## config.mk

```make
export PLATFORM = sky130hd
export DESIGN_NAME = tga_pixel_stream_decoder
export DESIGN_NICKNAME = d
export VERILOG_FILES = /design/src/rtl/tgad_pkg.sv /design/src/rtl/tgad_cfg.sv /design/src/rtl/tgad_core.sv /design/src/rtl/tga_pixel_stream_decoder.sv
export SDC_FILE = /design/constraint.sdc
export NUM_CORES = 1
export LEC_CHECK = 0
export BUFFER_PORTS_ARGS = -buffer_cell sky130_fd_sc_hd__buf_2
export CAP_MARGIN = 20
export CORE_ASPECT_RATIO = 1.2
export CORE_MARGIN = 2
export CORE_UTILIZATION = 65
export DETAILED_ROUTE_END_ITERATION = 10
export MAX_ROUTING_LAYER = met4
export PLACE_DENSITY = 0.81
export SLEW_MARGIN = 30
export SYNTH_ARGS = -nofsm -noshare
export SYNTH_HDL_FRONTEND = slang
export SYNTH_SLANG_ARGS = --single-unit
```

## constraint.sdc

```tcl
create_clock -name aclk -period 25.8 [get_ports aclk]
set_clock_uncertainty 0.05 [all_clocks]
set_input_delay 1.29 -clock aclk [delete_from_list [all_inputs] [get_ports aclk]]
set_output_delay 1.29 -clock aclk [all_outputs]
set_load 0.005 [all_outputs]
```

## src/rtl/tgad_pkg.sv

```systemverilog
package tgad_pkg;

    localparam int COUNT_WIDTH = 32;

    localparam int CFG_IDX_W  = 2;
    localparam int CFG_DATA_W = 16;
    localparam int BPP_W      = 8;
    localparam int DIM_W      = 16;
    localparam int PROD_W     = 2 * DIM_W;

    localparam logic [CFG_IDX_W-1:0] REG_RLE_ENABLE     = 2'd0;
    localparam logic [CFG_IDX_W-1:0] REG_BITS_PER_PIXEL = 2'd1;
    localparam logic [CFG_IDX_W-1:0] REG_IMAGE_WIDTH    = 2'd2;
    localparam logic [CFG_IDX_W-1:0] REG_IMAGE_HEIGHT   = 2'd3;

    localparam logic [BPP_W-1:0] BPP_16 = 8'd16;
    localparam logic [BPP_W-1:0] BPP_24 = 8'd24;
    localparam logic [BPP_W-1:0] BPP_32 = 8'd32;

    localparam logic [7:0] RUN_HEADER_MIN = 8'd128;
    localparam logic [7:0] RUN_BIAS       = 8'd127;

    // largest pixel count, held in the product width
    localparam logic [PROD_W-1:0] COUNT_MAX =
        PROD_W'((64'd1 << COUNT_WIDTH) - 64'd1);

    typedef struct packed {
        logic                   rle_enable;
        logic [BPP_W-1:0]       bits_per_pixel;
        logic [COUNT_WIDTH-1:0] total_pixels;
        logic                   restart;
    } cfg_t;

    typedef struct packed {
        logic [7:0] red;
        logic [7:0] green;
        logic [7:0] blue;
        logic [7:0] alpha;
        logic [7:0] run_length;
    } pixel_t;

endpackage

```

## src/rtl/tgad_cfg.sv

```systemverilog
module tgad_cfg
    import tgad_pkg::*;
(
    input  logic                  aclk,
    input  logic                  aresetn,
    input  logic                  cfg_we,
    input  logic [CFG_IDX_W-1:0]  cfg_index,
    input  logic [CFG_DATA_W-1:0] cfg_data,
    output cfg_t                  cfg
);

    logic                   rle_reg, rle_next;
    logic [BPP_W-1:0]       bpp_reg, bpp_next;
    logic [DIM_W-1:0]       width_reg, width_next;
    logic [DIM_W-1:0]       height_reg, height_next;
    logic [COUNT_WIDTH-1:0] total_reg, total_next;
    logic [PROD_W-1:0]      product;
    logic [DIM_W-1:0]       mul_a, mul_b;

    always_comb begin
        rle_next    = rle_reg;
        bpp_next    = bpp_reg;
        width_next  = width_reg;
        height_next = height_reg;
        mul_a       = width_reg;
        mul_b       = height_reg;
        if (cfg_we) begin
            unique case (cfg_index)
                REG_RLE_ENABLE:     rle_next = cfg_data[0];
                REG_BITS_PER_PIXEL: bpp_next = cfg_data[BPP_W-1:0];
                REG_IMAGE_WIDTH: begin
                    width_next = cfg_data[DIM_W-1:0];
                    mul_a      = cfg_data[DIM_W-1:0];
                end
                REG_IMAGE_HEIGHT: begin
                    height_next = cfg_data[DIM_W-1:0];
                    mul_b       = cfg_data[DIM_W-1:0];
                end
                default: ;
            endcase
        end
        // pixel count of the image, saturated, an empty image counts as one pixel
        product = mul_a * mul_b;
        if (product > COUNT_MAX) begin
            total_next = COUNT_MAX[COUNT_WIDTH-1:0];
        end else if (product == '0) begin
            total_next = COUNT_WIDTH'(1);
        end else begin
            total_next = product[COUNT_WIDTH-1:0];
        end
    end

    always_ff @(posedge aclk) begin
        if (!aresetn) begin
            rle_reg    <= 1'b0;
            bpp_reg    <= BPP_24;
            width_reg  <= DIM_W'(1);
            height_reg <= DIM_W'(1);
            total_reg  <= COUNT_WIDTH'(1);
        end else begin
            rle_reg    <= rle_next;
            bpp_reg    <= bpp_next;
            width_reg  <= width_next;
            height_reg <= height_next;
            total_reg  <= total_next;
        end
    end

    assign cfg.rle_enable     = rle_reg;
    assign cfg.bits_per_pixel = bpp_reg;
    assign cfg.total_pixels   = total_reg;
    assign cfg.restart        = cfg_we;

endmodule

```

## src/rtl/tgad_core.sv

```systemverilog
module tgad_core
    import tgad_pkg::*;
(
    input  logic       aclk,
    input  logic       aresetn,
    input  cfg_t       cfg,
    input  logic       in_valid,
    input  logic [7:0] in_byte,
    output logic       in_take,
    output logic       out_valid,
    input  logic       out_ready,
    output pixel_t     out_pixel,
    output logic       out_last,
    output logic       out_error
);

    logic                   in_packet_reg, in_packet_next;
    logic                   run_packet_reg, run_packet_next;
    logic [7:0]             packet_left_reg, packet_left_next;
    logic [1:0]             byte_pos_reg, byte_pos_next;
    logic [7:0]             color_reg [4];
    logic [COUNT_WIDTH-1:0] pixels_left_reg, pixels_left_next;

    logic                   out_valid_reg, out_valid_next;
    pixel_t                 pixel_reg, pixel_next;
    logic                   last_reg, last_next;
    logic                   error_reg, error_next;

    logic                   fire;
    logic                   fmt_ok;
    logic [1:0]             last_pos;
    logic [7:0]             col [4];
    logic [COUNT_WIDTH-1:0] pl, pl_after;
    logic [COUNT_WIDTH-1:0] run_cnt;
    logic [7:0]             packet_dec;
    logic [15:0]            p16;

    assign fire    = in_valid && (!out_valid_reg || out_ready);
    assign in_take = fire;

    assign fmt_ok = (cfg.bits_per_pixel == BPP_24) || (cfg.bits_per_pixel == BPP_32) ||
                    ((cfg.bits_per_pixel == BPP_16) && !cfg.rle_enable);

    always_comb begin
        last_pos = 2'd2;
        if (cfg.bits_per_pixel == BPP_16) begin
            last_pos = 2'd1;
        end else if (cfg.bits_per_pixel == BPP_32) begin
            last_pos = 2'd3;
        end
        for (int i = 0; i < 4; i++) begin
            col[i] = (byte_pos_reg == 2'(i)) ? in_byte : color_reg[i];
        end
    end

    always_comb begin
        in_packet_next   = in_packet_reg;
        run_packet_next  = run_packet_reg;
        packet_left_next = packet_left_reg;
        byte_pos_next    = byte_pos_reg;
        pixels_left_next = pixels_left_reg;
        out_valid_next   = out_valid_reg && !out_ready;
        pixel_next       = pixel_reg;
        last_next        = last_reg;
        error_next       = error_reg;

        // image start loads the pixel count
        pl = (pixels_left_reg == '0) ? cfg.total_pixels : pixels_left_reg;
        run_cnt = COUNT_WIDTH'(packet_left_reg);
        if (run_cnt > pl) begin
            run_cnt = pl;
        end
        pl_after   = pl - COUNT_WIDTH'(1);
        packet_dec = packet_left_reg - 8'd1;
        p16        = {col[1], col[0]};

        if (cfg.restart) begin
            in_packet_next   = 1'b0;
            run_packet_next  = 1'b0;
            packet_left_next = '0;
            byte_pos_next    = '0;
            pixels_left_next = '0;
        end else if (fire) begin
            if (!fmt_ok) begin
                out_valid_next = 1'b1;
                pixel_next     = '0;
                last_next      = 1'b0;
                error_next     = 1'b1;
            end else begin
                pixels_left_next = pl;
                if (cfg.rle_enable && !in_packet_reg) begin
                    // packet header
                    in_packet_next = 1'b1;
                    byte_pos_next  = '0;
                    if (in_byte < RUN_HEADER_MIN) begin
                        run_packet_next  = 1'b0;
                        packet_left_next = in_byte + 8'd1;
                    end else begin
                        run_packet_next  = 1'b1;
                        packet_left_next = in_byte - RUN_BIAS;
                    end
                end else if (byte_pos_reg != last_pos) begin
                    byte_pos_next = byte_pos_reg + 2'd1;
                end else begin
                    byte_pos_next  = '0;
                    out_valid_next = 1'b1;
                    error_next     = 1'b0;
                    if (cfg.bits_per_pixel == BPP_16) begin
                        pixel_next.red   = {p16[14:10], 3'b000};
                        pixel_next.green = {p16[9:5], 3'b000};
                        pixel_next.blue  = {p16[4:0], 3'b000};
                        pixel_next.alpha = '0;
                    end else begin
                        pixel_next.red   = col[2];
                        pixel_next.green = col[1];
                        pixel_next.blue  = col[0];
                        pixel_next.alpha = (cfg.bits_per_pixel == BPP_32) ? col[3] : 8'd0;
                    end
                    if (cfg.rle_enable && run_packet_reg) begin
                        // repeated colour, clipped to what is left of the image
                        pixel_next.run_length = run_cnt[7:0];
                        pixels_left_next      = pl - run_cnt;
                        last_next             = (pl == run_cnt);
                        in_packet_next        = 1'b0;
                        packet_left_next      = '0;
                    end else begin
                        pixel_next.run_length = 8'd1;
                        pixels_left_next      = pl_after;
                        last_next             = (pl_after == '0);
                        if (cfg.rle_enable) begin
                            packet_left_next = packet_dec;
                            if (packet_dec == '0 || pl_after == '0) begin
                                in_packet_next   = 1'b0;
                                packet_left_next = '0;
                            end
                        end
                    end
                end
            end
        end
    end

    always_ff @(posedge aclk) begin
        if (!aresetn) begin
            in_packet_reg   <= 1'b0;
            run_packet_reg  <= 1'b0;
            packet_left_reg <= '0;
            byte_pos_reg    <= '0;
            pixels_left_reg <= '0;
            out_valid_reg   <= 1'b0;
        end else begin
            in_packet_reg   <= in_packet_next;
            run_packet_reg  <= run_packet_next;
            packet_left_reg <= packet_left_next;
            byte_pos_reg    <= byte_pos_next;
            pixels_left_reg <= pixels_left_next;
            out_valid_reg   <= out_valid_next;
        end
    end

    always_ff @(posedge aclk) begin
        pixel_reg <= pixel_next;
        last_reg  <= last_next;
        error_reg <= error_next;
        if (fire && fmt_ok && !(cfg.rle_enable && !in_packet_reg) && !cfg.restart) begin
            color_reg[byte_pos_reg] <= in_byte;
        end
    end

    assign out_valid = out_valid_reg;
    assign out_pixel = pixel_reg;
    assign out_last  = last_reg;
    assign out_error = error_reg;

endmodule

```

## src/rtl/tga_pixel_stream_decoder.sv

```systemverilog
// TGA pixel data decoder.
// Software parses the file header and writes the mode, depth and image size through
// the configuration port (index 0 rle enable, 1 bits per pixel, 2 width, 3 height);
// any write restarts decoding at the start of an image.
// The slave channel takes one byte of the pixel data section per transfer. The master
// channel gives one decoded pixel per complete pixel: tdata holds red, green, blue,
// alpha and run length, tlast marks the pixel that completes the image and tuser
// flags an unsupported depth or mode (every byte then gives an error transfer).
// Packet headers and partial pixels give no transfer; an RLE run packet gives one
// transfer with its run length, clipped to the pixels still left.
// A byte taken is held in the input register and its result is written to the output
// register when the decode stage takes the byte from there.
// Throughput: one byte per cycle unless the receiver stalls, set by the single decode
// stage between the input and output registers; its state is updated once per byte.
// When the receiver stalls, the result holds in the output register and one more byte
// waits in the input register before s_tready drops.
// Reset clears the decode state and the valid flags and loads the register defaults
// (uncompressed, 24 bits, one by one image).
module tga_pixel_stream_decoder
    import tgad_pkg::*;
(
    input  logic                  aclk,
    input  logic                  aresetn,
    input  logic                  cfg_we,
    input  logic [CFG_IDX_W-1:0]  cfg_index,
    input  logic [CFG_DATA_W-1:0] cfg_data,
    input  logic                  s_tvalid,
    output logic                  s_tready,
    input  logic [7:0]            s_tdata,   // data_byte
    output logic                  m_tvalid,
    input  logic                  m_tready,
    output logic [39:0]           m_tdata,   // red, green, blue, alpha, run_length
    output logic                  m_tlast,   // last_pixel
    output logic                  m_tuser    // format_error
);

    cfg_t       cfg;
    logic       in_valid_reg, in_valid_next;
    logic [7:0] in_byte_reg, in_byte_next;
    logic       take;
    pixel_t     pixel;

    assign s_tready = !in_valid_reg || take;

    always_comb begin
        in_valid_next = in_valid_reg && !take;
        in_byte_next  = in_byte_reg;
        if (s_tvalid && s_tready) begin
            in_valid_next = 1'b1;
            in_byte_next  = s_tdata;
        end
    end

    always_ff @(posedge aclk) begin
        if (!aresetn) begin
            in_valid_reg <= 1'b0;
        end else begin
            in_valid_reg <= in_valid_next;
        end
    end

    always_ff @(posedge aclk) begin
        in_byte_reg <= in_byte_next;
    end

    tgad_cfg u_cfg (
        .aclk      (aclk),
        .aresetn   (aresetn),
        .cfg_we    (cfg_we),
        .cfg_index (cfg_index),
        .cfg_data  (cfg_data),
        .cfg       (cfg)
    );

    tgad_core u_core (
        .aclk      (aclk),
        .aresetn   (aresetn),
        .cfg       (cfg),
        .in_valid  (in_valid_reg),
        .in_byte   (in_byte_reg),
        .in_take   (take),
        .out_valid (m_tvalid),
        .out_ready (m_tready),
        .out_pixel (pixel),
        .out_last  (m_tlast),
        .out_error (m_tuser)
    );

    assign m_tdata = {pixel.run_length, pixel.alpha, pixel.blue, pixel.green, pixel.red};

endmodule

```

Word-level counts from Yosys, hierarchy flattened:

Memories as Yosys holds them, arrays and structs flattened.
Index checks and enable logic that the tools add are counted.

* reductions and logical operators: 40
* bitwise gates (word level): 2
* $mul: 1
* equality and inequality tests: 14
* magnitude comparators: 3
* multiplexer cells: 49
* add/subtract/negate cells: 6

Operators with widths (count)
* 2-to-1 mux 32 bit: 8
* logical NOT 32 bit: 3
* 2-to-1 mux 8 bit: 12
* 2-to-1 mux 40 bit: 2
* 2-to-1 mux 16 bit: 4
* equality test 32 bit: 1
* greater-than comparator 32 bit, second input constant: 1
* greater-than comparator 8 x 32 -> 1 bit: 1
* multiplier 16 x 16 -> 32 bit: 1
* subtractor 32 x 1 -> 32 bit, second input constant: 1
* subtractor 32 bit: 1
* 2-to-1 mux 1 bit: 20
* equality test 8 x 5 -> 1 bit, second input constant: 2
* logical AND 1 bit: 10
* adder 8 x 1 -> 8 bit, second input constant: 1
* equality test 2 bit, second input constant: 4
* equality test 8 x 6 -> 1 bit, second input constant: 1
* logical NOT 1 bit: 8
* logical NOT 8 bit: 1
* less-than comparator 8 bit, second input constant: 1
* AND reduction 4 bit: 2
* subtractor 8 x 1 -> 8 bit, second input constant: 1
* subtractor 8 x 7 -> 8 bit, second input constant: 1
* 2-to-1 mux 2 bit: 3
* other kinds (13): 25

* output and inout bits: 44
* logic and storage cells: 137
* memories: 1
* register bits after elaboration: 169
* bits of input ports: 31
* RAM bits: 32

Memories
* u_core.color_reg: words 4, width 8, read ports 4, clocked after Yosys merged registers in 0, wr ports 1, RTL line tgad_core.sv:21 `logic [7:0] color_reg [4];`

Logic depth before layout (Yosys ltp):

Gate-level depths: netlist of run 1.

* depth in word-level cells: 10
* depth in mapped cells: 32
* depth with buffers taken out: 26

Cells and area by module:

From an unflattened synthesis of run 1, not the netlist that was laid out.

* cell total of the unflattened synthesis: 2251
* area, all modules: 19996.7 sq um

By module, submodules not included
* tgad_cfg: cells each 1292, seq. area each 1461.4 sq um, instances 1, area each 11362.1 sq um
* tgad_core: cells each 946, seq. area each 3123.0 sq um, instances 1, area each 8336.7 sq um
* tga_pixel_stream_decoder: cells each 13, seq. area each 260.2 sq um, instances 1, area each 297.8 sq um

Worst setup path before layout of run 1:

Ideal clock, no wire load.

* kind: input -> register
* start: in cfg_we
* end: reg u_cfg.total_reg[0]
* stages: 27
* buffers on the path: 3
* arrival: 8956 ps
* slack: 16707 ps
* library setup time: 87 ps
* data required time: 25663 ps
* path through: clkbuf_1 > nand3b_1 > clkbuf_1 > buf_1 > mux2i_1 > nor2_1 > fa_1 > inv_1 > fa_1 > fa_1 > inv_1 > fa_1 > fa_1 > inv_1 > fa_1 > inv_1 > ha_1 > nand4_1 > a2111oi_0 > a211oi_1 > o311ai_0 > o211ai_1 > o21ai_1 > xor2_1 > or4_1 > or3_1 > o31ai_1

* longest elaborated chain between the ends: 4
* elaborated cells on any way between the ends: 6
* classes of those cells: 1 x mul; 1 x order compare; 2 x mux; 2 x reduce/logical

RTL lines
* from (decl): RTL line tga_pixel_stream_decoder.sv:24 `input logic cfg_we,`
* 2-to-1 mux 16 bit: RTL line tgad_cfg.sv:27 `if (cfg_we) begin`
* multiplier 16 x 16 -> 32 bit (*): RTL line tgad_cfg.sv:43 `product = mul_a * mul_b;`
* greater-than comparator 32 bit / logical NOT 32 bit (equally long branches): RTL line tgad_cfg.sv:44, tgad_cfg.sv:46
* OR reduction 3 bit (no line)
* to (signal assigned): RTL line tgad_cfg.sv:65 `total_reg <= total_next;`
* to (decl): RTL line tgad_cfg.sv:16 `logic [COUNT_WIDTH-1:0] total_reg, total_next;`

Every way passes the cells marked *; elsewhere a longest branch is shown, timed or not.
A chain may end at the register's enable or synchronous reset.

Final worst setup path of run 1:

Same ends and word-level chain as after synthesis.

==> run_summary.xml, run 1 <==
<?xml version="1.0" encoding="UTF-8"?>
<metrics>
  <group name="run_status">
    <metric name="run_status" unit="">completed</metric>
  </group>
  <group name="clock_network">
    <metric name="cts_inserted_buffers" unit="">23</metric>
    <metric name="postCtsHoldBufs" unit="">0</metric>
    <metric name="post_cts_resize_count" unit="">0</metric>
    <metric name="cts-root-buf" unit="">sky130_fd_sc_hd__clkbuf_16</metric>
    <metric name="cts_sinks" unit="">201</metric>
    <metric name="cts_setup_buffers" unit="">0</metric>
    <metric name="cts_tree" unit="">built</metric>
    <metric name="clock_path_buffers" unit="">3</metric>
    <metric name="worst_setup_hold_path_clk_slew" unit="ns">0.07</metric>
    <metric name="cts_max_level" unit="">1</metric>
    <metric name="clk_latency" unit="ns">0.54</metric>
  </group>
  <group name="placed_design">
    <metric name="gp_congestion" unit="">1.07</metric>
    <metric name="dpl.cell_count" unit="">2640</metric>
    <metric name="io_buffer_count" unit="">74</metric>
    <metric name="post-dp-hpwl" unit="um">50200</metric>
  </group>
  <group name="sta">
    <metric name="grt_setup_unrepaired" unit="">no</metric>
    <metric name="maxSlewViolCount" unit="">0</metric>
    <metric name="hold_violations" unit="">0</metric>
    <metric name="worst-slew-pin-transition" unit="ns">1.05</metric>
    <metric name="period_share" unit="%">36.9</metric>
    <metric name="setup_violations_final" unit="">0</metric>
    <metric name="fmax" unit="MHz">105</metric>
    <metric name="timing.max_slew.rel_slack" unit="%">28.4</metric>
    <metric name="setup_tns" unit="ns">0</metric>
    <metric name="layout_min_cycle_time" unit="ns">9.51</metric>
    <metric name="worst_hold_slack" unit="ns">0.448</metric>
  </group>
  <group name="power_and_ir_drop">
    <metric name="internal-power" unit="mW">0.668</metric>
    <metric name="power_frac_comb" unit="%">34.5</metric>
    <metric name="power.clock.fraction" unit="%">32.1</metric>
    <metric name="netSwitchingFraction" unit="%">38.4</metric>
    <metric name="p_switching" unit="mW">0.415</metric>
    <metric name="share_seq_of_total_power" unit="%">33.4</metric>
    <metric name="ir_worst_vdd" unit="V">0.0000558</metric>
    <metric name="leakage" unit="nW">9.52</metric>
    <metric name="power_density" unit="nW/um^2">50.8</metric>
  </group>
  <group name="routing">
    <metric name="route.vias.total" unit="">17807</metric>
    <metric name="antenna_violating_nets_remaining" unit="">0</metric>
    <metric name="total_wirelength_of_the_detailed_routed_design" unit="um">65800</metric>
    <metric name="wl_per_cell" unit="um">24.5</metric>
    <metric name="drcViolationCount" unit="">0</metric>
    <metric name="dr.pass1.iters" unit="">8</metric>
    <metric name="initialDrtViolationCount" unit="">2144</metric>
    <metric name="post_drt_via_cell_ratio" unit="">6.64</metric>
  </group>
  <group name="floorplan">
    <metric name="io-pin-count" unit="">75</metric>
    <metric name="fp.dieArea" unit="sq um">31900</metric>
    <metric name="die-height" unit="um">195</metric>
    <metric name="fp.dieW" unit="um">163</metric>
    <metric name="placeableCoreArea" unit="sq um">30200</metric>
    <metric name="rows" unit="">70</metric>
    <metric name="floorplan.initialDensity" unit="%">65.5</metric>
  </group>
  <group name="cells_and_area">
    <metric name="largest_register_ffs" unit="">40</metric>
    <metric name="layout-area-overhead-vs-synth" unit="%">7.80</metric>
    <metric name="final_layout_size_suffix_gt1_share" unit="%">9.89</metric>
    <metric name="stdcell_count" unit="">2683</metric>
    <metric name="nets" unit="">2624</metric>
  </group>
  <group name="synthesis">
    <metric name="synth_top_flop_cell" unit="">sky130_fd_sc_hd__dfxtp_1</metric>
    <metric name="synthTopCellsByArea" unit="">sky130_fd_sc_hd__fa_1 20%, sky130_fd_sc_hd__edfxtp_1 12%, sky130_fd_sc_hd__dfxtp_1 12%</metric>
    <metric name="synth_enable_flop_cells" unit="">82</metric>
    <metric name="synth_top_area_share" unit="%">19.7</metric>
    <metric name="synth_largest_area_cell" unit="">sky130_fd_sc_hd__fa_1</metric>
    <metric name="synthesis.yosys.warnings" unit="">0</metric>
    <metric name="syn-cell-area" unit="sq um">19800</metric>
    <metric name="syn-instance-count" unit="">2233</metric>
    <metric name="synthArstFlopShare" unit="%">0</metric>
    <metric name="synthesis.area_per_instance" unit="sq um">8.86</metric>
    <metric name="syn-num-nets" unit="">2588</metric>
    <metric name="ys_ff_latch" unit="">201</metric>
    <metric name="synth-seq-area-share" unit="%">24.5</metric>
    <metric name="yosys.cell_types.count" unit="">83</metric>
  </group>
  <group name="grt">
    <metric name="antenna_found_initial" unit="">0</metric>
    <metric name="grt-ovfl-total" unit="">0</metric>
    <metric name="globalRouteTotalUtil" unit="%">43.2</metric>
    <metric name="first_pass_grt_wire_length" unit="um">102000</metric>
    <metric name="grt_pass1_vias" unit="">18287</metric>
    <metric name="grt_max_degree" unit="">62</metric>
  </group>
  <group name="setup_path">
    <metric name="timing.critical_path.from_type" unit="">input pin</metric>
    <metric name="cp.required" unit="ns">26.19</metric>
    <metric name="cp.arrival" unit="ns">9.90</metric>
    <metric name="path_class" unit="">input pin to register</metric>
    <metric name="crit_path_top_delay_cell" unit="">sky130_fd_sc_hd__mux2i_1</metric>
    <metric name="critPathMaxStageDelay" unit="ns">0.87</metric>
    <metric name="timing.critical_path.fanout_max" unit="">32</metric>
    <metric name="most_repeated_library_cell_on_the_critical_path" unit="">sky130_fd_sc_hd__fa_1</metric>
    <metric name="cp-end-kind" unit="">register</metric>
    <metric name="r2r_setup_slack" unit="ns">17.64</metric>
  </group>
  <group name="job">
    <metric name="max-cap-violations" unit="">0</metric>
  </group>
  <group name="min_path">
    <metric name="timing.hold.worst.class" unit="">register to register</metric>
  </group>
</metrics>
-- critical path, delay by kind of cell --
| kind | cells | cell delay [ns] |
|---|---|---|
| adder cells (fa/ha/maj) | 7 | 3.51 |
| AO/OA/AOI/OAI | 6 | 1.96 |
| AND/OR/NAND/NOR | 5 | 1.29 |
| multiplexers | 1 | 0.87 |
| buffers and inverters | 6 | 0.83 |
| XOR/XNOR | 1 | 0.10 |
-- routing by layer --
metal,track usage (%),wire length (um),up-vias
li1,-,-,7788
met1,48.3,22800,8581
met2,72.0,32300,1096
met3,6.37,5510,342
met4,28.0,5130,0
met5,-,0,-
-- Yosys cell counts, drive strengths merged, types with 14 or more instances --
cell type	instances
nor3	60
edfxtp	82
dfxtp	119
ha	129
and2	48
a211oi	26
mux2i	79
a21oi	90
fa	195
a31oi	14
nand4	23
xnor2	23
nor2	292
inv	258
o21ai	84
nand2b	22
or4	18
buf	23
o211ai	22
nand2	218
clkbuf	69
or3	29
mux2	35
nor4	35
nand3	35
-- power groups by stage --
| stage | Sequential [mW] | Clock, mW | Combinational [mW] |
|---|---|---|---|
| finish | 0.362 | 0.348 | 0.373 |
| global route | 0.362 | 0.359 | 0.402 |
| CTS | 0.361 | 0.346 | 0.361 |
| detailed placement | 0.367 | 0 | 0.358 |
| global placement | 0.367 | 0 | 0.354 |
| floorplan | 0.357 | 0 | 0.255 |
-- metrics by stage --
stage	area, sq um	utilization (%)	total power, mW	worst slack [ns]
6_report	21300	70.6	1.08	16.29
5_1_grt	21300	70.6	1.12	15.94
4_1_cts	21300	70.5	1.07	16.37
3_5_place_dp	20500	67.9	0.726	15.89
3_3_place_gp	20500	67.9	0.722	15.96
2_1_floorplan	19800	-	0.613	16.71
-- layout make-up --
type / count / area, sq um
Multi-Input combinational cell: 1682 / 13700
Fill cell: 2345 / 8880
Sequential cell: 201 / 4840
Inverter: 258 / 968
Clock buffer: 25 / 593
Timing Repair Buffer: 103 / 588
Tap cell: 396 / 495
Clock inverter: 17 / 195
Antenna cell: 1 / 2.50
-- final timing paths --
check	from	end	depth (start not counted)
setup / recovery	cfg_we	u_cfg.total_reg[0]	26
hold / removal	u_core.run_packet_reg	u_core.run_packet_reg	2
setup reg to reg	u_cfg.width_reg[10]	u_cfg.total_reg[0]	23
hold reg to reg	u_core.run_packet_reg	u_core.run_packet_reg	2
-- cell families after synthesis --
family                   Yosys count  synth area share [%]
AO/OA/AOI/OAI                    376                  12.7
AND/OR/NAND/NOR                  828                  19.9
multiplexers                     120                  6.67
buffers and inverters            350                  6.81
adder cells (fa/ha/maj)          324                  27.9
flip-flops                       201                  24.5
XOR/XNOR                          34                  1.50
-- cells in the final DEF (no fill, tap or decap), types with 8 or more instances in the layout --
cell / Yosys / routed
sky130_fd_sc_hd__a31oi_1: 14 / 14
sky130_fd_sc_hd__o21ai_0: 80 / 80
sky130_fd_sc_hd__o311ai_0: 9 / 9
sky130_fd_sc_hd__nand3_1: 35 / 35
sky130_fd_sc_hd__edfxtp_1: 82 / 82
sky130_fd_sc_hd__and2_1: 48 / 48
sky130_fd_sc_hd__nor4_1: 34 / 34
sky130_fd_sc_hd__nor2b_1: 11 / 11
sky130_fd_sc_hd__ha_1: 129 / 129
sky130_fd_sc_hd__o31ai_1: 8 / 8
sky130_fd_sc_hd__o21a_1: 10 / 10
sky130_fd_sc_hd__a21oi_1: 90 / 90
sky130_fd_sc_hd__nor3_1: 56 / 55
sky130_fd_sc_hd__nor2_1: 291 / 290
sky130_fd_sc_hd__mux2i_1: 79 / 74
sky130_fd_sc_hd__xnor2_1: 23 / 23
sky130_fd_sc_hd__nand2_1: 218 / 218
sky130_fd_sc_hd__buf_4: 2 / 29
sky130_fd_sc_hd__nand2b_1: 22 / 22
sky130_fd_sc_hd__or4_1: 14 / 14
sky130_fd_sc_hd__buf_2: 9 / 74
sky130_fd_sc_hd__inv_1: 258 / 258
sky130_fd_sc_hd__or3_1: 28 / 28
sky130_fd_sc_hd__clkbuf_16: 0 / 23
sky130_fd_sc_hd__a2111oi_0: 12 / 11
sky130_fd_sc_hd__nand4_1: 22 / 22
sky130_fd_sc_hd__a21o_1: 12 / 12
sky130_fd_sc_hd__a211oi_1: 26 / 26
sky130_fd_sc_hd__xor2_1: 11 / 11
sky130_fd_sc_hd__o211ai_1: 21 / 21
sky130_fd_sc_hd__mux2_2: 35 / 35
sky130_fd_sc_hd__and3_1: 9 / 9
sky130_fd_sc_hd__fa_1: 195 / 195
sky130_fd_sc_hd__dfxtp_1: 119 / 119
No activity file was read; power rests on OpenSTA's default activity.
==> inputs of run 2 (changes only) <==
--- a/config.mk
+++ b/config.mk
@@ -9,10 +9,10 @@
 export CAP_MARGIN = 20
 export CORE_ASPECT_RATIO = 1.2
 export CORE_MARGIN = 2
-export CORE_UTILIZATION = 65
+export CORE_UTILIZATION = 58
 export DETAILED_ROUTE_END_ITERATION = 10
 export MAX_ROUTING_LAYER = met4
-export PLACE_DENSITY = 0.81
+export PLACE_DENSITY = 0.76
 export SLEW_MARGIN = 30
 export SYNTH_ARGS = -nofsm -noshare
 export SYNTH_HDL_FRONTEND = slang
==> constraint.sdc (replaced) <==
create_clock -name aclk -period 7.8 [get_ports aclk]
set_clock_uncertainty 0.05 [all_clocks]
set_input_delay 0.39 -clock aclk [delete_from_list [all_inputs] [get_ports aclk]]
set_output_delay 0.39 -clock aclk [all_outputs]
set_load 0.005 [all_outputs]
==> run 2 against run 1 <==
Worst hold slack worse by 0.31 ns. Register-to-register slack worse by 17 ns. Count of clock-buffer cells in the layout is 2 higher. Design area is 6.0% higher. Combinational power grew to 3.5 times the previous value. Global-route usage is 4.6 points lower. Setup slack worse by 16 ns. Sequential share of layout area is 1.3 points lower. Final cell count is 7.7% higher. Critical path type unchanged. Critical endpoint unchanged.
==> run_summary.xml, run 2 (synthesis gave the netlist of run 1 again) <==
<?xml version="1.0" encoding="UTF-8"?>
<metrics>
  <group name="routing">
    <metric name="route.vias.total" unit="">18052</metric>
    <metric name="wl_per_cell" unit="um">22.8</metric>
    <metric name="initialDrtViolationCount" unit="">1986</metric>
    <metric name="post_drt_via_cell_ratio" unit="">6.25</metric>
    <metric name="antenna_violating_nets_remaining" unit="">0</metric>
    <metric name="total_wirelength_of_the_detailed_routed_design" unit="um">66000</metric>
    <metric name="drcViolationCount" unit="">0</metric>
    <metric name="dr.pass1.iters" unit="">8</metric>
  </group>
  <group name="sta">
    <metric name="layout_min_cycle_time" unit="ns">7.40</metric>
    <metric name="worst-slew-pin-transition" unit="ns">0.903</metric>
    <metric name="hold_violations" unit="">0</metric>
    <metric name="timing.max_slew.rel_slack" unit="%">39.7</metric>
    <metric name="fmax" unit="MHz">135</metric>
    <metric name="grt_setup_unrepaired" unit="">no</metric>
    <metric name="setup_slack" unit="ns">0.402</metric>
    <metric name="maxSlewViolCount" unit="">0</metric>
    <metric name="setup_violations_final" unit="">0</metric>
    <metric name="period_share" unit="%">94.8</metric>
    <metric name="setup_tns" unit="ns">0</metric>
  </group>
  <group name="placed_design">
    <metric name="gp_congestion" unit="">1.04</metric>
    <metric name="post-dp-hpwl" unit="um">52000</metric>
    <metric name="dpl.cell_count" unit="">2835</metric>
    <metric name="io_buffer_count" unit="">74</metric>
    <metric name="dp_slack" unit="ns">-0.123</metric>
  </group>
  <group name="cells_and_area">
    <metric name="largest_register_ffs" unit="">40</metric>
    <metric name="stdcell_count" unit="">2889</metric>
    <metric name="leading_cell_type_in_the_layout_fill_and_taps_excluded" unit="">sky130_fd_sc_hd__nor2_1</metric>
    <metric name="nets" unit="">2769</metric>
    <metric name="final_layout_size_suffix_gt1_share" unit="%">15.0</metric>
    <metric name="layout.cells.most_common_list" unit="">290 x sky130_fd_sc_hd__nor2_1, 258 x sky130_fd_sc_hd__inv_1, 218 x sky130_fd_sc_hd__nand2_1, 195 x sky130_fd_sc_hd__fa_1, 158 x sky130_fd_sc_hd__buf_4</metric>
    <metric name="layout-area-overhead-vs-synth" unit="%">14.3</metric>
  </group>
  <group name="grt">
    <metric name="grt_pass1_vias" unit="">18504</metric>
    <metric name="grt-ovfl-total" unit="">0</metric>
    <metric name="first_pass_grt_wire_length" unit="um">103000</metric>
    <metric name="antenna_found_initial" unit="">2</metric>
    <metric name="grt_max_degree" unit="">60</metric>
    <metric name="globalRouteTotalUtil" unit="%">38.6</metric>
  </group>
  <group name="power_and_ir_drop">
    <metric name="power_density" unit="nW/um^2">162</metric>
    <metric name="leakage" unit="nW">10.2</metric>
    <metric name="ir_worst_vdd" unit="V">0.000160</metric>
  </group>
  <group name="floorplan">
    <metric name="die-height" unit="um">206</metric>
    <metric name="rows" unit="">74</metric>
    <metric name="fp.dieArea" unit="sq um">35600</metric>
    <metric name="floorplan.initialDensity" unit="%">58.6</metric>
    <metric name="placeableCoreArea" unit="sq um">33800</metric>
    <metric name="io-pin-count" unit="">75</metric>
    <metric name="fp.dieW" unit="um">173</metric>
  </group>
  <group name="clock_network">
    <metric name="clk_latency" unit="ns">0.57</metric>
    <metric name="cts_setup_buffers" unit="">0</metric>
    <metric name="cts-root-buf" unit="">sky130_fd_sc_hd__clkbuf_16</metric>
    <metric name="worst_setup_hold_path_clk_slew" unit="ns">0.06</metric>
    <metric name="clock_path_buffers" unit="">3</metric>
    <metric name="cts_sinks" unit="">201</metric>
    <metric name="cts_inserted_buffers" unit="">24</metric>
    <metric name="cts_max_level" unit="">1</metric>
    <metric name="cts_tree" unit="">built</metric>
  </group>
  <group name="setup_path">
    <metric name="cp.required" unit="ns">8.23</metric>
    <metric name="cp.arrival" unit="ns">7.83</metric>
    <metric name="path_class" unit="">input pin to register</metric>
    <metric name="timing.critical_path.from_type" unit="">input pin</metric>
    <metric name="cp-end-kind" unit="">register</metric>
    <metric name="timing.critical_path.fanout_max" unit="">32</metric>
  </group>
  <group name="min_path">
    <metric name="timing.hold.worst.class" unit="">input pin to register</metric>
  </group>
  <group name="job">
    <metric name="max-cap-violations" unit="">0</metric>
  </group>
  <group name="run_status">
    <metric name="run_status" unit="">completed</metric>
  </group>
</metrics>
[run 2: through the flow]
| step | hold WS [ns] | cell area [sq um] | utilization [%] | total power, mW |
|---|---|---|---|---|
| after CTS | 0.126 | 22600 | 66.9 | 3.65 |
| after floorplan | 0.413 | 19800 | - | 2.03 |
| after detailed placement | 0.431 | 21700 | 64.3 | 2.48 |
| after global routing | 0.144 | 22600 | 67.0 | 3.82 |
| final | 0.143 | 22600 | 67.0 | 3.68 |
| after global placement | 0.425 | 21700 | 64.3 | 2.46 |
[run 2: repair_timing]
action | CTS | global route
gates resized for setup | 0 | 1
setup endpoints to repair | 0 | 1
hold buffers | 9 | 0
endpoints found under the hold margin | 9 | 0
[run 2: path summary, 6_finish.rpt]
kind / from / end / slack [ns] / cells past startpoint
worst min register to register: u_core.run_packet_reg / u_core.run_packet_reg / 0.44 / 2
worst max register to register: u_cfg.height_reg[4] / u_cfg.total_reg[0] / 0.54 / 25
worst min-delay path: cfg_data[0] / u_cfg.bpp_reg[0] / 0.14 / 3
worst max-delay path: cfg_index[0] / u_cfg.total_reg[0] / 0.40 / 27
[run 2: power by group]
group	leakage, nW	total [mW]	switching (mW)	internal, mW
logic	8.11	1.31	0.827	0.479
clock network	0.390	1.17	0.515	0.655
registers	1.74	1.20	0.0672	1.13
total	10.2	3.68	1.41	2.27
[run 2: worst max-delay path: stages]
cell and delay (ns):
sky130_fd_sc_hd__buf_2 0.12, sky130_fd_sc_hd__nand3b_1 0.16, sky130_fd_sc_hd__buf_12 0.23, sky130_fd_sc_hd__mux2i_1 0.35
sky130_fd_sc_hd__buf_4 0.20, sky130_fd_sc_hd__nor2_1 0.06, sky130_fd_sc_hd__fa_1 0.54, sky130_fd_sc_hd__inv_1 0.07
sky130_fd_sc_hd__fa_1 0.49, sky130_fd_sc_hd__fa_1 0.51, sky130_fd_sc_hd__inv_1 0.04, sky130_fd_sc_hd__ha_1 0.30
sky130_fd_sc_hd__fa_1 0.53, sky130_fd_sc_hd__inv_1 0.05, sky130_fd_sc_hd__fa_1 0.53, sky130_fd_sc_hd__inv_1 0.04
sky130_fd_sc_hd__ha_1 0.35, sky130_fd_sc_hd__a211oi_1 0.35, sky130_fd_sc_hd__nor3_1 0.12, sky130_fd_sc_hd__a211oi_1 0.53
sky130_fd_sc_hd__buf_4 0.24, sky130_fd_sc_hd__o22ai_1 0.11, sky130_fd_sc_hd__o21a_1 0.20, sky130_fd_sc_hd__o31a_1 0.25
sky130_fd_sc_hd__or4_1 0.46, sky130_fd_sc_hd__or3_1 0.33, sky130_fd_sc_hd__o31ai_1 0.22
[run 2: cell type report]
class | instances | area [sq um]
Timing Repair Buffer | 247 | 1770
Multi-Input combinational cell | 1682 | 13700
Clock buffer | 27 | 622
Sequential cell | 201 | 4840
Antenna cell | 2 | 5.00
Inverter | 258 | 968
Tap cell | 456 | 571
Clock inverter | 16 | 186
Fill cell | 2786 | 11200
[run 2: metal layers]
layer / GRT usage [%] / part of all wire, % / wire length [um] / vias up
met5: - / 0 / 0 / -
met4: 23.7 / 6.9 / 4540 / 0
met2: 66.6 / 49 / 32300 / 979
li1: - / - / - / 8067
met1: 43.0 / 36 / 24100 / 8724
met3: 4.93 / 7.6 / 5050 / 282
